==> src/rtl/core/assert_macros.svh <==
// assertion macros used by the multi keyword matcher in the rtl core
`ifndef ASSERT_MACROS_SVH
`define ASSERT_MACROS_SVH

// property checked on every rising clk edge outside reset
`define ASSERT_CLK(name, prop, msg) \
  name: assert property (@(posedge clk) disable iff (rst) (prop)) else $error(msg);

// condition at one edge implies a condition at the next edge
`define ASSERT_NEXT(name, pre, post, msg) \
  name: assert property (@(posedge clk) disable iff (rst) (pre) |=> (post)) else $error(msg);

`endif

==> src/rtl/core/mkm_pkg.sv <==
// shared types and constants of the multi keyword matcher
package mkm_pkg;

  // request command carried in s_tuser
  localparam logic CMD_MATCH   = 1'b0;
  localparam logic CMD_RESTART = 1'b1;

  // result kind carried in m_tuser
  typedef enum logic [1:0] {
    KIND_EOL    = 2'd0,
    KIND_NONE   = 2'd1,
    KIND_SEARCH = 2'd2,
    KIND_FOUND  = 2'd3
  } kind_t;

  // configuration register indexes
  localparam int CFG_IDX_W = 3;
  localparam logic [CFG_IDX_W-1:0] REG_KEY_COUNT = 3'd0;
  localparam logic [CFG_IDX_W-1:0] REG_KEY_ZERO  = 3'd1;
  localparam logic [CFG_IDX_W-1:0] REG_KEY_ONE   = 3'd2;
  localparam logic [CFG_IDX_W-1:0] REG_KEY_TWO   = 3'd3;
  localparam logic [CFG_IDX_W-1:0] REG_KEY_THREE = 3'd4;

  localparam int KEY_REGS   = 4;
  localparam int KEY_W      = 64;
  localparam int COUNT_W    = 3;
  localparam int FOUND_W    = 2;

  // end of line characters
  localparam logic [7:0] CHAR_LF  = 8'h0A;
  localparam logic [7:0] CHAR_CR  = 8'h0D;
  localparam logic [7:0] CHAR_NUL = 8'h00;

endpackage

==> src/rtl/core/multi_keyword_matcher.sv <==
// multi keyword prefix matcher: compares a character stream against up to four keywords
//
// Usage: keywords and key_count are written through the cfg port (cfg_we, cfg_index,
// cfg_wdata) while the stream is idle. Each request on the s_ channel carries a command
// in s_tuser and a character in s_tdata. A restart request marks every key live, sets
// the position to zero and gives no result. A match request gives one result on the m_
// channel: end of line, no key live, still searching with the live count, or found with
// the index of the first key that completed.
// Output: a result is registered and is valid in the cycle after its request is taken.
// Throughput: one request per cycle while the output is not stalled; all key comparators
// and the priority pick work in parallel between the request and the output register.
// Stall: the output register holds its result while m_tready is low; s_tready follows
// m_tready then, so no request is taken until the pending result leaves.
// Reset: rst clears the keywords and key_count, marks every key live, clears the
// position and empties the output register.
`include "assert_macros.svh"

module multi_keyword_matcher
  import mkm_pkg::*;
#(
  parameter int NUM_KEYS = 4,
  parameter int KEY_LEN  = 8
) (
  input  logic                 clk,
  input  logic                 rst,
  input  logic                 cfg_we,
  input  logic [CFG_IDX_W-1:0] cfg_index,
  input  logic [KEY_W-1:0]     cfg_wdata,
  input  logic                 s_tvalid,
  output logic                 s_tready,
  input  logic [7:0]           s_tdata,   // [7:0] char_in
  input  logic                 s_tuser,   // [0] cmd
  output logic                 m_tvalid,
  input  logic                 m_tready,
  output logic [7:0]           m_tdata,   // [1:0] key_found, [4:2] live_count, [7:5] zero
  output logic [1:0]           m_tuser    // [1:0] result_kind
);

  localparam int POS_W = $clog2(KEY_LEN + 1);
  localparam logic [POS_W-1:0] POS_MAX = POS_W'(KEY_LEN);

  logic [COUNT_W-1:0]  key_count;
  logic [KEY_W-1:0]    key_regs [KEY_REGS];
  logic [NUM_KEYS-1:0] live_mask;
  logic [POS_W-1:0]    position;

  logic [7:0] key_bytes [NUM_KEYS][KEY_LEN+1];

  // keyword characters; beyond KEY_LEN and for keys without a register they read zero
  for (genvar k = 0; k < NUM_KEYS; k++) begin : g_key
    for (genvar p = 0; p <= KEY_LEN; p++) begin : g_byte
      if (k < KEY_REGS && p < KEY_LEN) begin : g_reg
        assign key_bytes[k][p] = key_regs[k][8*p +: 8];
      end else begin : g_zero
        assign key_bytes[k][p] = 8'h00;
      end
    end
  end

  logic               s_accept;
  logic               is_end;
  logic [POS_W-1:0]   pos_after;
  logic [NUM_KEYS-1:0] examined;
  logic [NUM_KEYS-1:0] char_match;
  logic [NUM_KEYS-1:0] key_ends;
  logic [NUM_KEYS-1:0] live_mask_next;
  logic [POS_W-1:0]   position_next;
  logic               hit;
  logic [2:0]         hit_idx;
  logic [COUNT_W-1:0] live_cnt;
  kind_t              kind_next;

  assign s_tready  = !m_tvalid || m_tready;
  assign s_accept  = s_tvalid && s_tready;
  assign is_end    = (s_tdata == CHAR_LF) || (s_tdata == CHAR_CR) || (s_tdata == CHAR_NUL);
  assign pos_after = (position == POS_MAX) ? POS_MAX : position + 1'b1;

  always_comb begin
    for (int k = 0; k < NUM_KEYS; k++) begin
      examined[k]   = live_mask[k] && (COUNT_W'(k) < key_count);
      char_match[k] = key_bytes[k][position] == s_tdata;
      key_ends[k]   = key_bytes[k][pos_after] == 8'h00;
    end
  end

  // keys are taken in ascending order; the first completed key stops the scan
  always_comb begin
    hit            = 1'b0;
    hit_idx        = '0;
    live_cnt       = '0;
    live_mask_next = live_mask;
    for (int k = 0; k < NUM_KEYS; k++) begin
      if (!hit && examined[k]) begin
        if (!char_match[k]) begin
          live_mask_next[k] = 1'b0;
        end else if (key_ends[k]) begin
          hit     = 1'b1;
          hit_idx = 3'(k);
        end else begin
          live_cnt = live_cnt + 1'b1;
        end
      end
    end
    position_next = hit ? position : pos_after;
    if (hit) begin
      kind_next = KIND_FOUND;
    end else if (live_cnt == '0) begin
      kind_next = KIND_NONE;
    end else begin
      kind_next = KIND_SEARCH;
    end
  end

  always_ff @(posedge clk) begin
    if (rst) begin
      key_count <= '0;
      for (int i = 0; i < KEY_REGS; i++) begin
        key_regs[i] <= '0;
      end
    end else if (cfg_we) begin
      unique case (cfg_index)
        REG_KEY_COUNT: key_count   <= cfg_wdata[COUNT_W-1:0];
        REG_KEY_ZERO:  key_regs[0] <= cfg_wdata;
        REG_KEY_ONE:   key_regs[1] <= cfg_wdata;
        REG_KEY_TWO:   key_regs[2] <= cfg_wdata;
        REG_KEY_THREE: key_regs[3] <= cfg_wdata;
        default: ;
      endcase
    end
  end

  kind_t              res_kind;
  logic [FOUND_W-1:0] res_found;
  logic [COUNT_W-1:0] res_count;

  always_ff @(posedge clk) begin
    if (rst) begin
      live_mask <= '1;
      position  <= '0;
      m_tvalid  <= 1'b0;
    end else if (s_accept) begin
      if (s_tuser == CMD_RESTART) begin
        live_mask <= '1;
        position  <= '0;
        m_tvalid  <= 1'b0;
      end else begin
        m_tvalid <= 1'b1;
        if (!is_end) begin
          live_mask <= live_mask_next;
          position  <= position_next;
        end
      end
    end else if (m_tready) begin
      m_tvalid <= 1'b0;
    end
  end

  // result payload
  always_ff @(posedge clk) begin
    if (s_accept) begin
      if (is_end) begin
        res_kind  <= KIND_EOL;
        res_found <= '0;
        res_count <= '0;
      end else begin
        res_kind  <= kind_next;
        res_found <= hit ? hit_idx[FOUND_W-1:0] : '0;
        res_count <= (kind_next == KIND_SEARCH) ? live_cnt : '0;
      end
    end
  end

  assign m_tuser = res_kind;
  assign m_tdata = {3'b000, res_count, res_found};

  `ASSERT_NEXT(a_restart_clears, s_accept && s_tuser == CMD_RESTART,
               position == '0 && live_mask == '1, "restart did not clear state")
  `ASSERT_NEXT(a_match_gives_result, s_accept && s_tuser == CMD_MATCH,
               m_tvalid, "match request gave no result")
  `ASSERT_CLK(a_position_bound, position <= POS_MAX, "position beyond keyword length")
  `ASSERT_CLK(a_search_count, !(m_tvalid && m_tuser == KIND_SEARCH) ||
              (m_tdata[4:2] != 3'd0 && 32'(m_tdata[4:2]) <= NUM_KEYS),
              "search result with bad live count")

endmodule

==> config.mk <==
export PLATFORM = sky130hd
export DESIGN_NAME = multi_keyword_matcher
export DESIGN_NICKNAME = d
export VERILOG_FILES = /design/src/rtl/core/mkm_pkg.sv /design/src/rtl/core/multi_keyword_matcher.sv
export VERILOG_INCLUDE_DIRS = /design/src /design/src/rtl/core
export SDC_FILE = /design/constraint.sdc
export NUM_CORES = 1
export LEC_CHECK = 0
export ABC_CLOCK_PERIOD_IN_PS = 11700
export BUFFER_PORTS_ARGS = -buffer_cell sky130_fd_sc_hd__buf_2
export CAP_MARGIN = 20
export CORE_MARGIN = 5
export CORE_UTILIZATION = 45
export DETAILED_ROUTE_END_ITERATION = 8
export GPL_TIMING_DRIVEN = 0
export PLACE_DENSITY_LB_ADDON = 0.25
export SYNTH_ARGS = -nofsm -noshare
export SYNTH_HDL_FRONTEND = slang
export SYNTH_SLANG_ARGS = --single-unit
==> constraint.sdc <==
create_clock -name clk -period 11.7 [get_ports clk]
set_clock_uncertainty 0.2 [all_clocks]
set_input_delay 0.585 -clock clk [delete_from_list [all_inputs] [get_ports clk]]
set_output_delay 0.585 -clock clk [all_outputs]
set_load 0.005 [all_outputs]
==> impl_metrics.csv, run 1 <==
group,metric,value,unit
clock_network,clk_pin_slew,60,ps
global_route,first_global_vias,10100,
routing,drt_first_iter_violations,1438,
sta,fraction_of_the_cycle_the_final_worst_path_needs,48.7,%
critical_path,critical_path_arrival,5820,ps
global_route,grt_use_total,26.8,%
die,chipWidth,189,um
pwr,power.leakage,5.66,nW
final_layout,antenna_cells,0,
synthesis,yosysTopAreaCellShare,55.0,%
pwr,power.density,140,mW/mm^2
final_layout,finish.utilization,51.9,%
final_layout,multi_input_area,0.00581,mm^2
synthesis,synth_top_cells_by_count,"edfxtp_1 (263), and2_1 (259), nor4_1 (101), mux2_2 (94), o22ai_1 (58)",
worst_hold_path,hold_path_class,"input pin to register",
synthesis,asyncSetResetFlopFracSynth,0,%
synthesis,synth-seq-area-share,56.7,%
synthesis,yosys.area.top_type,"edfxtp_1",
clock_network,post_cts_resize_count,0,
global_route,grt_start_max_net_pins,65,
final_layout,syn2layout_area_growth,14.1,%
place,dp_hpwl,37.6,mm
critical_path,worstPathRequired,11820,ps
global_route,grt_overflow_total,0,
critical_path,timing.critical_path.fanout_max,10,
clock_network,cts_buffers,29,
routing,wl,48.6,mm
sta,timing.final.max_slew_violations,0,
sta,max_slew_margin,43.5,%
place,place.port_buffers,80,
synthesis,synth_enable_flop_cells,263,
clock_network,clock_sink_count,275,
routing,detailroute.via_count,10600,
routing,drcViolationCount,0,
die,fp.coreArea,0.0316,mm^2
final_layout,register_area,0.00814,mm^2
worst_hold_path,worst_hold_path.num_cells,3,
place,routabilityCongestion,1.04,
global_route,grt_pass1_wl,69.5,mm
status,status,"finished clean",
sta,setup_repair_after_global_routing_missed_its_margin,"false",
routing,vias_per_cell,6.30,
die,boundaryPins,93,
clock_network,cts.repair_timing.setup_buffer_count,0,
clock_network,cts_buffer_depth,3,
clock_network,tritoncts,"built",
clock_network,clk_latency,570,ps
synthesis,synth.ff_latch_count,275,
critical_path,setup.worst_path.start_class,"register",
critical_path,timing.critical_path.to_type,"register",
clock_network,clockRootBuffer,"clkbuf_16",
synthesis,ys_warn_count,0,
final_layout,post_route_cells_drive_above_1_share,22.2,%
synthesis,mappedNetlistArea,0.0144,mm^2
clock_network,cts_hold_repair.buffers,0,
place,preCtsSetupSlack,6090,ps
pwr,final_total_pwr,0.00229,W
die,rows,65,
clock_network,htree_num_levels,1,
final_layout,fillCellCount,2766,
synthesis,synth.top_cells.by_area,"edfxtp_1 (55%), and2_1 (11%), mux2_2 (7.4%), nor4_1 (4.4%), o22ai_1 (2.5%)",
synthesis,synth_area_per_cell,12.6,um^2
sta,timing.final.hold_violations,0,
synthesis,dominant_cell_by_count_in_the_synthesized_netlist,"edfxtp_1",
global_route,antenna_found_initial,1,
sta,worst_pin_slew,843,ps
critical_path,r2r_cells,22,
die,start_util,45.5,%
synthesis,syn_inst,1143,
routing,detailedRoute.firstPassIterationCount,5,
critical_path,timing_worst_setup_path_type,"register to register",
final_layout,finish.net_count,1353,
sta,worst_case_setup_margin_in_the_final_layout,6000,ps
die,overall_die_height,189,um
sta,finalSetupViolCount,0,
synthesis,synthDistinctLibCells,69,
pwr,worst_ir_drop_vdd,0.107,mV
routing,post_drt_wl_per_cell,28.8,um
synthesis,postSynth.topFlopCell,"edfxtp_1",
die,floorplan.die_area,0.0356,mm^2
routing,antenna_left,0,
sta,fin_setup_tns,0,ps
run,drv_cap,0,
sta,worst_hold_margin,84.4,ps
sta,timing.fmax,176,MHz
sta,final.min_clock_period,5700,ps
[cell type report]
class / instances / area share, %
tap: 402 / 3.07
timing repair buffer: 91 / 3.67
clock inverter: 12 / 0.566
buffer: 75 / 2.54
multi-input combinational: 781 / 35.5
inverter: 14 / 0.321
sequential: 275 / 49.7
clock buffer: 38 / 4.64
[final timing paths]
kind | start | end | slack (ps)
worst max register to register | position[1] | m_tuser[1] | 6000
worst min-delay path | s_tvalid | m_tvalid | 80
worst min register to register | live_mask[0] | live_mask[0] | 270
worst max-delay path | position[1] | m_tuser[1] | 6000
[worst max-delay path: stages (launching register included)]
cell	delay, ps
dfxtp_1	350
buf_6	170
buf_6	220
buf_4	310
inv_1	90
ha_1	210
and3b_1	250
nor2_1	240
buf_2	360
o2111ai_1	230
a41oi_1	420
and2_1	190
ha_1	220
and3_1	170
a2bb2oi_1	150
ha_1	280
a32oi_1	300
inv_1	90
ha_1	310
nand2b_1	150
a211oi_1	220
mux2i_1	130
o21ba_1	180
[flip-flops by register name, summed over array words and instances (netlist names)]
| signal | flops |
|---|---|
| key_count | 3 |
| key_regs | 256 |
| live_mask | 4 |
| m_tuser | 2 |
| m_tvalid | 1 |
| position | 4 |
| res_count | 3 |
| res_found | 2 |
[power breakdown]
| group | total [W] | internal, W | switching, W |
|---|---|---|---|
| clock network | 0.000857 | 0.000476 | 0.000381 |
| logic | 0.000242 | 0.0000921 | 0.000150 |
| registers | 0.00119 | 0.00114 | 0.0000420 |
[per-layer routing]
layer,global-route usage [%],share of wire (%),vias to the layer above
met5,0,0.035,-
met4,9.61,4.3,2
met3,5.00,10,104
met2,41.2,44,625
met1,38.4,41,5256
li1,-,-,4645
[cell families (layout without fill, tap and decap cells)]
logic type / Yosys count / after routing / synth area share [%]
mux: 134 / 134 / 11.2
flops: 275 / 275 / 56.7
other cells: 1 / 3 / 0.0261
compound gates: 143 / 143 / 7.12
simple gates: 492 / 492 / 21.0
xor+xnor: 4 / 4 / 0.244
buf+inv: 89 / 230 / 3.26
fa+ha+maj: 5 / 5 / 0.436
[per-stage QoR]
stage	instance area [um^2]	std cells
floorplan	14400	1145
global placement	15300	1627
detailed placement	15500	1638
CTS	16400	1688
global route	16400	1688
finish	16400	1688
[cells in the final DEF (no fill, tap or decap), types with 4 or more instances in the layout]
cell and n:
o211ai_1 6, mux2i_1 7, nor3_1 9, buf_6 13
nand4_1 12, clkinv_1 6, edfxtp_1 263, clkbuf_16 29
mux4_2 9, ha_1 5, nor4_1 101, a21oi_1 11
nand2b_1 9, nand2_1 37, nand3_1 8, o21ai_0 7
buf_12 5, buf_2 94, and2_1 259, mux2_2 94
clkbuf_1 49, mux2_1 24, clkinv_2 4, or3_1 5
nor2_1 16, o31a_1 29, dfxtp_1 12, o22ai_1 58
buf_4 7, inv_1 13, nor4_2 6
Note: power is estimated with default switching activity, not from simulation.
==> inputs of run 2 (changes only) <==
--- a/config.mk
+++ b/config.mk
@@ -6,7 +6,7 @@
 export SDC_FILE = /design/constraint.sdc
 export NUM_CORES = 1
 export LEC_CHECK = 0
-export ABC_CLOCK_PERIOD_IN_PS = 11700
+export ABC_CLOCK_PERIOD_IN_PS = 5750
 export BUFFER_PORTS_ARGS = -buffer_cell sky130_fd_sc_hd__buf_2
 export CAP_MARGIN = 20
 export CORE_MARGIN = 5
==> constraint.sdc (replaced) <==
create_clock -name clk -period 5.75 [get_ports clk]
set_clock_uncertainty 0.2 [all_clocks]
set_input_delay 0.2875 -clock clk [delete_from_list [all_inputs] [get_ports clk]]
set_output_delay 0.2875 -clock clk [all_outputs]
set_load 0.005 [all_outputs]
==> impl_metrics.csv, run 2 (synthesis gave the netlist of run 1 again) <==
group,metric,value,unit
clock_network,clk_latency,570,ps
global_route,busiest_layer,"met2",
routing,drcViolationCount,0,
critical_path,cp_slowest_cell,"nor4_1",
clock_network,clockRootBuffer,"clkbuf_16",
final_layout,mostFrequentLayoutCell,"edfxtp_1",
pwr,power.density,275,mW/mm^2
critical_path,slowest_delay,570,ps
sta,timing.fmax,182,MHz
sta,fraction_of_the_cycle_the_final_worst_path_needs,95.8,%
critical_path,critical_path_arrival,5630,ps
routing,antenna_left,0,
sta,worst_pin_slew,874,ps
final_layout,flip_flop_count_of_the_largest_register_after_layout,256,
worst_hold_path,hold_path_class,"input pin to register",
global_route,grt_overflow_total,0,
critical_path,cpLargestDelayFamily,"simple AND/OR/NAND/NOR gates",
global_route,grt_start_max_net_pins,65,
sta,final.min_clock_period,5510,ps
final_layout,multi_input_area,0.00583,mm^2
global_route,global_route.usage.met2,42.3,%
final_layout,top_register,"key_regs",
pwr,worst_ir_drop_vdd,0.218,mV
place,routabilityCongestion,1.04,
final_layout,syn2layout_area_growth,19.1,%
clock_network,clock_sink_count,275,
final_layout,layout_top_registers,"key_regs x256, live_mask x4, position x4",
global_route,first_global_vias,10400,
final_layout,fillCellCount,2702,
place,dp_hpwl,37.6,mm
clock_network,cts_buffer_depth,3,
critical_path,setup.worst_path.start_class,"register",
final_layout,finish.net_count,1423,
final_layout,antenna_cells,0,
die,chipWidth,189,um
die,fp.coreArea,0.0316,mm^2
critical_path,timing.critical_path.to_type,"register",
routing,wl,49.3,mm
routing,post_drt_wl_per_cell,28.0,um
global_route,grt_pass1_wl,70.8,mm
critical_path,cpMostUsedCell,"ha_1",
critical_path,timing.critical_path.fanout_max,10,
routing,detailroute.via_count,10900,
die,rows,65,
final_layout,mostFrequentLayoutCells,"edfxtp_1 (263), and2_1 (259), nor4_1 (100)",
place,preCtsSetupSlack,143,ps
sta,timing.final.hold_violations,0,
critical_path,timing.critical_path.cells,"buf_6 -> buf_6 -> buf_4 -> mux2_2 -> o22ai_1 -> nor4_1 -> nor4_1 -> nand4_1 -> nor2_1 -> and2_1 -> ha_1 -> and3_1 -> a2bb2oi_1 -> ha_1 -> a32oi_1 -> inv_1 -> ha_1 -> nand2b_1 -> a211oi_1 -> mux2i_1 -> o21ba_1",
pwr,power.leakage,5.95,nW
clock_network,clk_pin_slew,60,ps
sta,timing.final.max_slew_violations,0,
routing,vias_per_cell,6.17,
die,boundaryPins,93,
clock_network,tritoncts,"built",
clock_network,cts_buffers,29,
final_layout,register_area,0.00814,mm^2
critical_path,worstPathRequired,5870,ps
global_route,antenna_found_initial,1,
sta,max_slew_margin,41.4,%
sta,finalSetupViolCount,0,
critical_path,cp_num_buf_inv,4,
global_route,grt_use_total,27.3,%
global_route,grt_use_met1,38.8,%
sta,fin_setup_tns,0,ps
sta,worst_hold_margin,109,ps
global_route,grtUsageMet3,4.91,%
die,overall_die_height,189,um
clock_network,htree_num_levels,1,
place,place.port_buffers,80,
routing,detailedRoute.firstPassIterationCount,5,
die,start_util,45.5,%
sta,worst_case_setup_margin_in_the_final_layout,242,ps
final_layout,post_route_cells_drive_above_1_share,21.2,%
status,status,"finished clean",
sta,setup_repair_after_global_routing_missed_its_margin,"false",
routing,drt_first_iter_violations,1369,
critical_path,timing_worst_setup_path_type,"register to register",
final_layout,finish.utilization,54.2,%
run,drv_cap,0,
die,floorplan.die_area,0.0356,mm^2
## run 2: cell types whose count changed in the layout (fill, tap and decap cells not counted), sizes merged
cell and delta:
clkbuf +1, buf -2, dlygate4sd3 +71
## run 2: path summary, 6_finish.rpt
kind / to / cells past startpoint / from / slack, ps
setup / recovery: m_tuser[1] / 21 / position[1] / 240
hold / removal: position[2] / 5 / m_tready / 110
setup reg to reg: m_tuser[1] / 21 / position[1] / 240
hold reg to reg: live_mask[0] / 2 / live_mask[0] / 270
## run 2: layout make-up
| cell class | instances | area share [%] |
|---|---|---|
| Buffer | 74 | 2.41 |
| Clock buffer | 38 | 4.44 |
| Clock inverter | 12 | 0.542 |
| Inverter | 14 | 0.307 |
| Multi-Input combinational cell | 781 | 34.1 |
| Sequential cell | 275 | 47.6 |
| Tap cell | 402 | 2.94 |
| Timing Repair Buffer | 162 | 7.67 |
## run 2: per-stage QoR
stage | std cells | power, W | area [um^2]
4_1_cts | 1759 | 0.00469 | 17100
3_5_place_dp | 1638 | 0.00293 | 15500
3_3_place_gp | 1627 | 0.00292 | 15300
5_1_grt | 1758 | 0.00483 | 17100
6_report | 1758 | 0.00470 | 17100
2_1_floorplan | 1145 | 0.00269 | 14400
## run 2: metal layers
layer	vias to the layer above	routed length, um
li1	4774	-
met1	5411	20400
met2	564	22200
met3	103	4590
met4	2	2050
met5	-	14
## run 2: what timing repair did
item	in CTS	in global routing
gates resized for setup	0	6
hold buffers	71	0
endpoints found under the hold margin	268	0
endpoints found under the setup margin	0	2
setup buffers	0	0
## run 2: worst min-delay path, delay by kind of cell
| family | cells | cell delay (ps) |
|---|---|---|
| and+or+nand+nor | 3 | 390 |
| AOI/OAI and AO/OA | 1 | 70 |
| buffers and inverters | 1 | 70 |
## run 2: power breakdown
| part | switching [W] | leakage [nW] | internal (W) |
|---|---|---|---|
| logic | 0.000311 | 2.89 | 0.000219 |
| clock network | 0.000787 | 0.417 | 0.000969 |
| registers | 0.0000856 | 2.64 | 0.00233 |
